$ cat src/rtl/kmta_pkg.sv
// Shared types, constants and key map tables for the keyboard matrix decoder.
package kmta_pkg;

    localparam int NUM_ROWS = 8;
    localparam int NUM_COLS = 5;
    localparam int NUM_KEYS = NUM_ROWS * NUM_COLS;
    localparam int CHAR_W   = 7;
    localparam int IDX_W    = $clog2(NUM_KEYS);
    localparam int ROW_IDX_W = $clog2(NUM_ROWS);
    localparam int SCAN_W   = NUM_ROWS * NUM_COLS;
    localparam int OUT_W    = ((CHAR_W + 7) / 8) * 8;

    localparam int SYM_ROW  = 0;
    localparam int SYM_COL  = 1;
    localparam int CAPS_ROW = 5;
    localparam int CAPS_COL = 0;

    localparam logic [CHAR_W-1:0] CASE_OFFSET = 7'd32;
    localparam logic [CHAR_W-1:0] LOWER_A     = 7'h61;
    localparam logic [CHAR_W-1:0] LOWER_Z     = 7'h7A;

    typedef logic [CHAR_W-1:0] char_t;

    // What one lane shows the merge stage.
    typedef struct packed {
        logic  pend;    // lane still holds at least one character
        logic  single;  // the shown character is the lane's last one
        char_t chr;     // lowest pending character of the lane
    } lane_status_t;

    localparam char_t PLAIN_MAP [NUM_KEYS] = '{
        7'h20, 7'h00, 7'h6D, 7'h6E, 7'h62,
        7'h30, 7'h39, 7'h38, 7'h37, 7'h36,
        7'h0A, 7'h6C, 7'h6B, 7'h6A, 7'h68,
        7'h70, 7'h6F, 7'h69, 7'h75, 7'h79,
        7'h31, 7'h32, 7'h33, 7'h34, 7'h35,
        7'h00, 7'h7A, 7'h78, 7'h63, 7'h76,
        7'h71, 7'h77, 7'h65, 7'h72, 7'h74,
        7'h61, 7'h73, 7'h64, 7'h66, 7'h67
    };

    // Zero means no symbol substitute; fall back to the plain character.
    localparam char_t SYM_MAP [NUM_KEYS] = '{
        7'h00, 7'h00, 7'h3F, 7'h2C, 7'h2A,
        7'h5F, 7'h29, 7'h28, 7'h27, 7'h26,
        7'h00, 7'h3D, 7'h2B, 7'h2D, 7'h5C,
        7'h5D, 7'h5B, 7'h3E, 7'h3C, 7'h7B,
        7'h21, 7'h40, 7'h23, 7'h24, 7'h25,
        7'h00, 7'h21, 7'h3F, 7'h2C, 7'h2E,
        7'h60, 7'h7C, 7'h5E, 7'h7E, 7'h7D,
        7'h3A, 7'h3B, 7'h22, 7'h2F, 7'h3D
    };

    function automatic char_t map_key(input logic [IDX_W-1:0] idx,
                                      input logic sym, input logic caps);
        char_t plain;
        char_t symc;
        begin
            plain = PLAIN_MAP[idx];
            symc  = SYM_MAP[idx];
            if (sym && (symc != '0)) begin
                map_key = symc;
            end else if (caps && (plain >= LOWER_A) && (plain <= LOWER_Z)) begin
                map_key = plain - CASE_OFFSET;
            end else begin
                map_key = plain;
            end
        end
    endfunction

endpackage

$ cat src/rtl/kmta_lane.sv
// One row lane: keeps its previous row, finds new presses and queues their characters.
module kmta_lane (
    input  logic                                aclk,
    input  logic                                aresetn,
    input  logic [kmta_pkg::ROW_IDX_W-1:0]      row_idx,
    input  logic [kmta_pkg::NUM_COLS-1:0]       row_bits,
    input  logic                                sym,
    input  logic                                caps,
    input  logic                                load,
    input  logic                                pop,
    output kmta_pkg::lane_status_t              status
);
    import kmta_pkg::*;

    logic [NUM_COLS-1:0] prev_reg, prev_next;
    logic [NUM_COLS-1:0] pend_reg, pend_next;
    char_t               chars_reg [NUM_COLS];
    char_t               chars_next [NUM_COLS];
    logic [NUM_COLS-1:0] pressed;
    logic [NUM_COLS-1:0] hit;
    logic [NUM_COLS-1:0] low_oh;
    logic [IDX_W-1:0]    base_idx;
    char_t               sel_chr;

    assign base_idx = IDX_W'(row_idx) * IDX_W'(NUM_COLS);
    assign pressed  = prev_reg & ~row_bits;

    always_comb begin
        for (int b = 0; b < NUM_COLS; b++) begin
            chars_next[b] = map_key(base_idx + IDX_W'(b), sym, caps);
            hit[b]        = pressed[b] && (chars_next[b] != '0);
        end
    end

    // Isolate the lowest pending key of this row.
    assign low_oh = pend_reg & (~pend_reg + NUM_COLS'(1));

    always_comb begin
        sel_chr = '0;
        for (int b = 0; b < NUM_COLS; b++) begin
            sel_chr = sel_chr | (chars_reg[b] & {CHAR_W{low_oh[b]}});
        end
    end

    always_comb begin
        prev_next = prev_reg;
        pend_next = pend_reg;
        if (load) begin
            prev_next = row_bits;
            pend_next = hit;
        end else if (pop) begin
            pend_next = pend_reg & ~low_oh;
        end
    end

    always_ff @(posedge aclk) begin
        if (!aresetn) begin
            prev_reg <= '1;
            pend_reg <= '0;
        end else begin
            prev_reg <= prev_next;
            pend_reg <= pend_next;
        end
    end

    always_ff @(posedge aclk) begin
        if (load) begin
            for (int b = 0; b < NUM_COLS; b++) begin
                chars_reg[b] <= chars_next[b];
            end
        end
    end

    assign status.pend   = |pend_reg;
    assign status.single = (pend_reg & ~low_oh) == '0;
    assign status.chr    = sel_chr;

endmodule

$ cat src/rtl/kmta_merge.sv
// Merge stage: picks the lowest lane with a pending character and drives the output register.
module kmta_merge (
    input  logic                                aclk,
    input  logic                                aresetn,
    input  kmta_pkg::lane_status_t              lane_status [kmta_pkg::NUM_ROWS],
    output logic [kmta_pkg::NUM_ROWS-1:0]       lane_pop,
    output logic                                in_ready,
    output logic                                out_valid,
    output kmta_pkg::char_t                     out_chr,
    output logic                                out_last,
    input  logic                                out_ready
);
    import kmta_pkg::*;

    logic [NUM_ROWS-1:0] lane_any;
    logic [NUM_ROWS-1:0] lane_single;
    logic [NUM_ROWS-1:0] sel_oh;
    logic                any_pend;
    logic                advance;
    logic                sel_last;
    char_t               sel_chr;

    logic  valid_reg, valid_next;
    char_t chr_reg;
    logic  last_reg;

    always_comb begin
        for (int r = 0; r < NUM_ROWS; r++) begin
            lane_any[r]    = lane_status[r].pend;
            lane_single[r] = lane_status[r].single;
        end
    end

    assign sel_oh   = lane_any & (~lane_any + NUM_ROWS'(1));
    assign any_pend = |lane_any;

    always_comb begin
        sel_chr = '0;
        for (int r = 0; r < NUM_ROWS; r++) begin
            sel_chr = sel_chr | (lane_status[r].chr & {CHAR_W{sel_oh[r]}});
        end
    end

    // Last of the scan: the chosen lane shows its final key and no later lane waits.
    assign sel_last = (|(sel_oh & lane_single)) && ((lane_any & ~sel_oh) == '0);

    assign advance  = !valid_reg || out_ready;
    assign lane_pop = advance ? sel_oh : '0;
    assign in_ready = !any_pend || (advance && sel_last);

    always_comb begin
        valid_next = valid_reg;
        if (advance) begin
            valid_next = any_pend;
        end
    end

    always_ff @(posedge aclk) begin
        if (!aresetn) begin
            valid_reg <= 1'b0;
        end else begin
            valid_reg <= valid_next;
        end
    end

    always_ff @(posedge aclk) begin
        if (advance && any_pend) begin
            chr_reg  <= sel_chr;
            last_reg <= sel_last;
        end
    end

    assign out_valid = valid_reg;
    assign out_chr   = chr_reg;
    assign out_last  = last_reg;

endmodule

$ cat src/rtl/keyboard_matrix_to_ascii_core.sv
// Top level of the keyboard matrix scan decoder: row lanes plus merge stage.
//
//  Channel  Direction  Payload                                   Transaction
//  s_       in         tdata[39:0] = rows 0..7, 5 bits each      one matrix scan
//  m_       out        tdata[6:0] character, tlast last of scan  one character
//
// Rate: the merge stage passes a scan's new presses on one character per cycle while
// m_tready is high; the merge stage's single output register sets that rate.
// The next scan is accepted in the cycle the previous scan's last character moves
// into the output register, so scans follow back to back.
// Reset: previous rows read all released, no characters pending, output empty.
// Stalls: m_tready low holds the output register and all pending characters.
module keyboard_matrix_to_ascii_core (
    input  logic        aclk,
    input  logic        aresetn,
    input  logic        s_tvalid,
    output logic        s_tready,
    // row_space_to_b [4:0], row_zero_to_six [9:5], row_enter_to_h [14:10],
    // row_p_to_y [19:15], row_one_to_five [24:20], row_caps_to_v [29:25],
    // row_q_to_t [34:30], row_a_to_g [39:35]
    input  logic [39:0] s_tdata,
    output logic        m_tvalid,
    input  logic        m_tready,
    // character [6:0], zero [7]
    output logic [7:0]  m_tdata,
    output logic        m_tlast
);
    import kmta_pkg::*;

    lane_status_t        lane_status [NUM_ROWS];
    logic [NUM_ROWS-1:0] lane_pop;
    logic                load;
    logic                sym;
    logic                caps;
    char_t               out_chr;

    assign load = s_tvalid && s_tready;
    assign sym  = !s_tdata[SYM_ROW * NUM_COLS + SYM_COL];
    assign caps = !s_tdata[CAPS_ROW * NUM_COLS + CAPS_COL];

    for (genvar r = 0; r < NUM_ROWS; r++) begin : g_lane
        kmta_lane u_lane (
            .aclk     (aclk),
            .aresetn  (aresetn),
            .row_idx  (ROW_IDX_W'(r)),
            .row_bits (s_tdata[r*NUM_COLS +: NUM_COLS]),
            .sym      (sym),
            .caps     (caps),
            .load     (load),
            .pop      (lane_pop[r]),
            .status   (lane_status[r])
        );
    end

    kmta_merge u_merge (
        .aclk        (aclk),
        .aresetn     (aresetn),
        .lane_status (lane_status),
        .lane_pop    (lane_pop),
        .in_ready    (s_tready),
        .out_valid   (m_tvalid),
        .out_chr     (out_chr),
        .out_last    (m_tlast),
        .out_ready   (m_tready)
    );

    assign m_tdata = {{(OUT_W - CHAR_W){1'b0}}, out_chr};

endmodule
$ cat config.mk
export PLATFORM = sky130hd
export DESIGN_NAME = keyboard_matrix_to_ascii_core
export DESIGN_NICKNAME = d
export VERILOG_FILES = /design/src/rtl/kmta_pkg.sv /design/src/rtl/kmta_lane.sv /design/src/rtl/kmta_merge.sv /design/src/rtl/keyboard_matrix_to_ascii_core.sv
export SDC_FILE = /design/constraint.sdc
export NUM_CORES = 1
export LEC_CHECK = 0
export BUFFER_PORTS_ARGS = -buffer_cell sky130_fd_sc_hd__buf_2
export CAP_MARGIN = 20
export CORE_MARGIN = 3
export CORE_UTILIZATION = 52
export DETAILED_ROUTE_END_ITERATION = 12
export PLACE_DENSITY = 0.77
export SKIP_LAST_GASP = 1
export SLEW_MARGIN = 20
export SYNTH_ARGS = -nofsm -noshare
export SYNTH_HDL_FRONTEND = slang
export SYNTH_SLANG_ARGS = --single-unit
$ cat constraint.sdc
create_clock -name aclk -period 3 [get_ports aclk]
set_input_delay 0.45 -clock aclk [delete_from_list [all_inputs] [get_ports aclk]]
set_output_delay 0.45 -clock aclk [all_outputs]
set_load 0.02 [all_outputs]
==> metrics.md <==
| Metric | Value |
|---|---|
| Synthesized instance count | 644 |
| # diodes | 0 |
| Largest net degree at the start of global routing | 69 |
| Fmax | 344 MHz |
| Die Y | 107 um |
| Total Power | 5450 uW |
| Detailed Place HPWL | 10,600 um |
| NetSw | 2280 uW |
| Pre-CTS setup slack | 0.197 ns |
| Clock Pin Slew Worst Setup and Hold Paths | 0.09 ns |
| Critical Path RT | 2.55 ns |
| Sw Share | 41.8% |
| H-Tree Depth | 3 |
| Peak supply drop | 0.460 mV |
| CTS buffer count | 9 |
| Ys flop type | dfxtp_1 |
| Worst endpoint data arrival time | 2.46 ns |
| EDFF count, synth | 12 |
| Fin area | 5990 um2 |
| GRT Total Usage | 25.6% |
| CTS Buffer Depth | 2 |
| Final hold slack | 0.306 ns |
| Cell variety after synth | 69 |
| First-pass GRT wire length | 23,100 um |
| Comb pwr share | 50.3% |
| # rows | 36 |
| Layout net count | 723 |
| DRT Pass-1 Iters | 6 |
| Post-synth top area share | 29.6% |
| CORE AREA | 9820 um2 |
| Worst Path Class, Setup | flip-flop to output pin |
| Initial Util | 53.7% |
| CTS tree | done |
| Flip-flop count of the largest register after layout | 39 |
| DRC Markers | 0 |
| Worst hold path class | input pin to flip-flop |
| Crit-path max cell delay | 0.40 ns |
| Sequential Power Share | 32.0% |
| Die W | 107 um |
| Setup ws final | 0.0936 ns |
| Vias/cell | 5.95 |
| Critical path, cell by cell | nor4_4 -> nand4_4 -> buf_12 -> nor4_4 -> buf_6 -> a22oi_2 -> a21oi_4 -> a31o_2 -> buf_2 |
| Grt ovf | 0 |
| Wire per inst | 17.7 um |
| Synth Net Count | 688 |
| Sequential element share of the synthesized area | 36.4% |
| Pwr/cell area | 910 nW/um2 |
| Final Slew Violations | 0 |
| #FFs+latches synth | 90 |
| Post-Route WL | 14,400 um |
| Most used cell, CP | nor4_4 |
| DRT iter0 DRCs | 291 |
| Mapped cell area | 5280 um2 |
| Fin crit share | 96.9% |
| Routed vias | 4,860 |
| Initial antenna violation count | 0 |
| Fin crit period | 2.91 ns |
| Synth top area cells | dfxtp_1, mux2i_1, nor2_1 |
| Clk Latency, worst-skew pair | 0.37 ns |
| Clk pwr share | 17.7% |
| Vias in the first global route | 4,542 |
| Die ar. | 11,400 um2 |
| Hold-fix buffers, CTS | 0 |
| Routed Antenna Nets | 0 |
| Crit-path leading delay family | simple AND/OR/NAND/NOR gates |
| Outcome | finished, final reports clean |
| Root Buffer | clkbuf_8 |
| Maximum fanout along the worst path | 7 |
| Biggest area consumer among synthesized cells | dfxtp_1 |
| Average size of a mapped cell | 8.19 um2 |
| Reg-to-reg setup timing slack | 0.28 ns |
| Bufs and invs on worst path | 3 |
| Ys async rst share | 0% |
| CTS sink cnt | 90 |
| Final setup violating endpoints | 0 |
| Hold Fails Final Rpt | 0 |
| CP max stage cell | dfxtp_1 |
| Slew HR | 55.2% |
| Internal power | 3170 uW |
| Final GP Congestion | 0.992 |
| Number of max-cap violations | 0 |
| # IOs | 55 |
| Area after DPL | 5620 um2 |
| Fillers | 917 |
| Leak | 0.00246 uW |
| PortBufs | 53 |
| CP Launch Type | flip-flop |
| Synth warn | 0 |
| Area growth, synth to finish | 13.5% |
| Slew of the pin with the lowest slew margin | 0.672 ns |
| CP endpoint kind | output pin |
| Worst Skew | 0.0157 ns |
| Share of cells above drive strength 1 | 18.9% |
| Fin Setup TNS | 0 ns |
cells in the final DEF, fill, tap and decap left out, drive strengths merged, types with 4 or more instances in the layout:
cell type	synthesis	final
nand4	6	6
nand2	23	23
a22oi	4	4
nor2b	6	6
clkbuf	42	11
nor4	8	8
nor3	17	17
and2	6	6
inv	14	16
o211ai	13	13
nand3b	40	40
buf	14	80
a211oi	6	6
edfxtp	12	12
o21ai	64	64
a21oi	24	24
dfxtp	78	78
o22ai	10	10
nand3	23	23
xor2	4	4
o311ai	10	10
nor2	112	112
or3	11	11
mux2i	42	42
what timing repair did:
item,4_1_cts,5_1_grt
setup endpoints to repair,1,1
pin swaps,2,6
buffers inserted,2,5
gates resized for setup,9,11
metal layers:
layer | part of all wire (%) | track usage [%] | routed length [um]
met5 | 0 | 0 | 0
met4 | 1.1 | 5.75 | 155
met3 | 5.3 | 4.46 | 763
met2 | 47 | 41.3 | 6790
met1 | 47 | 36.0 | 6720
final timing paths:
check	startpoint	endpoint	cells after the start
hold / removal	s_tdata[1]	g_lane[4].u_lane.chars_reg[0][25]	1
hold reg to reg	g_lane[5].u_lane.prev_reg[3]	g_lane[5].u_lane.pend_reg[3]	2
setup reg to reg	g_lane[0].u_lane.pend_reg[1]	g_lane[4].u_lane.pend_reg[4]	7
setup / recovery	g_lane[0].u_lane.pend_reg[1]	s_tready	9
power by group through the flow:
| stage | logic (uW) | clock network, uW | registers (uW) |
|---|---|---|---|
| 5_1_grt | 2970 | 1030 | 1780 |
| 4_1_cts | 2590 | 984 | 1740 |
| 2_1_floorplan | 1830 | 0 | 1710 |
| 6_report | 2740 | 966 | 1740 |
| 3_3_place_gp | 2510 | 0 | 1750 |
| 3_5_place_dp | 2520 | 0 | 1760 |
cells in the mapped netlist, drive strengths merged (3+ instances only):
| cell | instances |
|---|---|
| inv | 14 |
| o31ai | 3 |
| nand4 | 6 |
| a211oi | 6 |
| a311oi | 3 |
| o22ai | 10 |
| o21ai | 64 |
| nor2b | 6 |
| dfxtp | 78 |
| buf | 14 |
| o211ai | 13 |
| nor3 | 17 |
| nand4b | 3 |
| or3 | 11 |
| o311ai | 10 |
| or2 | 3 |
| mux2i | 42 |
| a21oi | 24 |
| nand2b | 3 |
| clkbuf | 42 |
| maj3 | 3 |
| nand3b | 40 |
| nand2 | 23 |
| nand3 | 23 |
| and2 | 6 |
| a221oi | 3 |
| xor2 | 4 |
| a22oi | 4 |
| edfxtp | 12 |
| nor2 | 112 |
| nor4 | 8 |
logic make-up (layout without fill, tap and decap cells):
logic type / count (synthesis) / after routing / share of synthesized area [%]
adder cells (fa/ha/maj): 3 / 3 / 0.569
buffers and inverters: 70 / 110 / 5.91
XOR/XNOR: 6 / 6 / 0.996
flip-flops: 90 / 90 / 36.4
AO/OA/AOI/OAI: 164 / 164 / 20.5
multiplexers: 43 / 43 / 8.18
other: 1 / 1 / 0.0711
AND/OR/NAND/NOR: 267 / 267 / 27.3
cell type report:
cell class,count,area (um2),area share (%)
sequential,90,1940,32.3
multi-input combinational,484,3090,51.6
clock inverter,5,82.6,1.38
tap,133,166,2.78
timing repair buffer,80,509,8.50
inverter,14,52.6,0.878
clock buffer,11,153,2.55
stage by stage:
stage / std cells / utilization (%)
4_1_cts: 812 / 60.1
3_5_place_dp: 794 / 57.3
5_1_grt: 817 / 61.0
6_report: 817 / 61.0
3_3_place_gp: 794 / 57.3
2_1_floorplan: 644 / -
(Power assumes the default switching activity.)
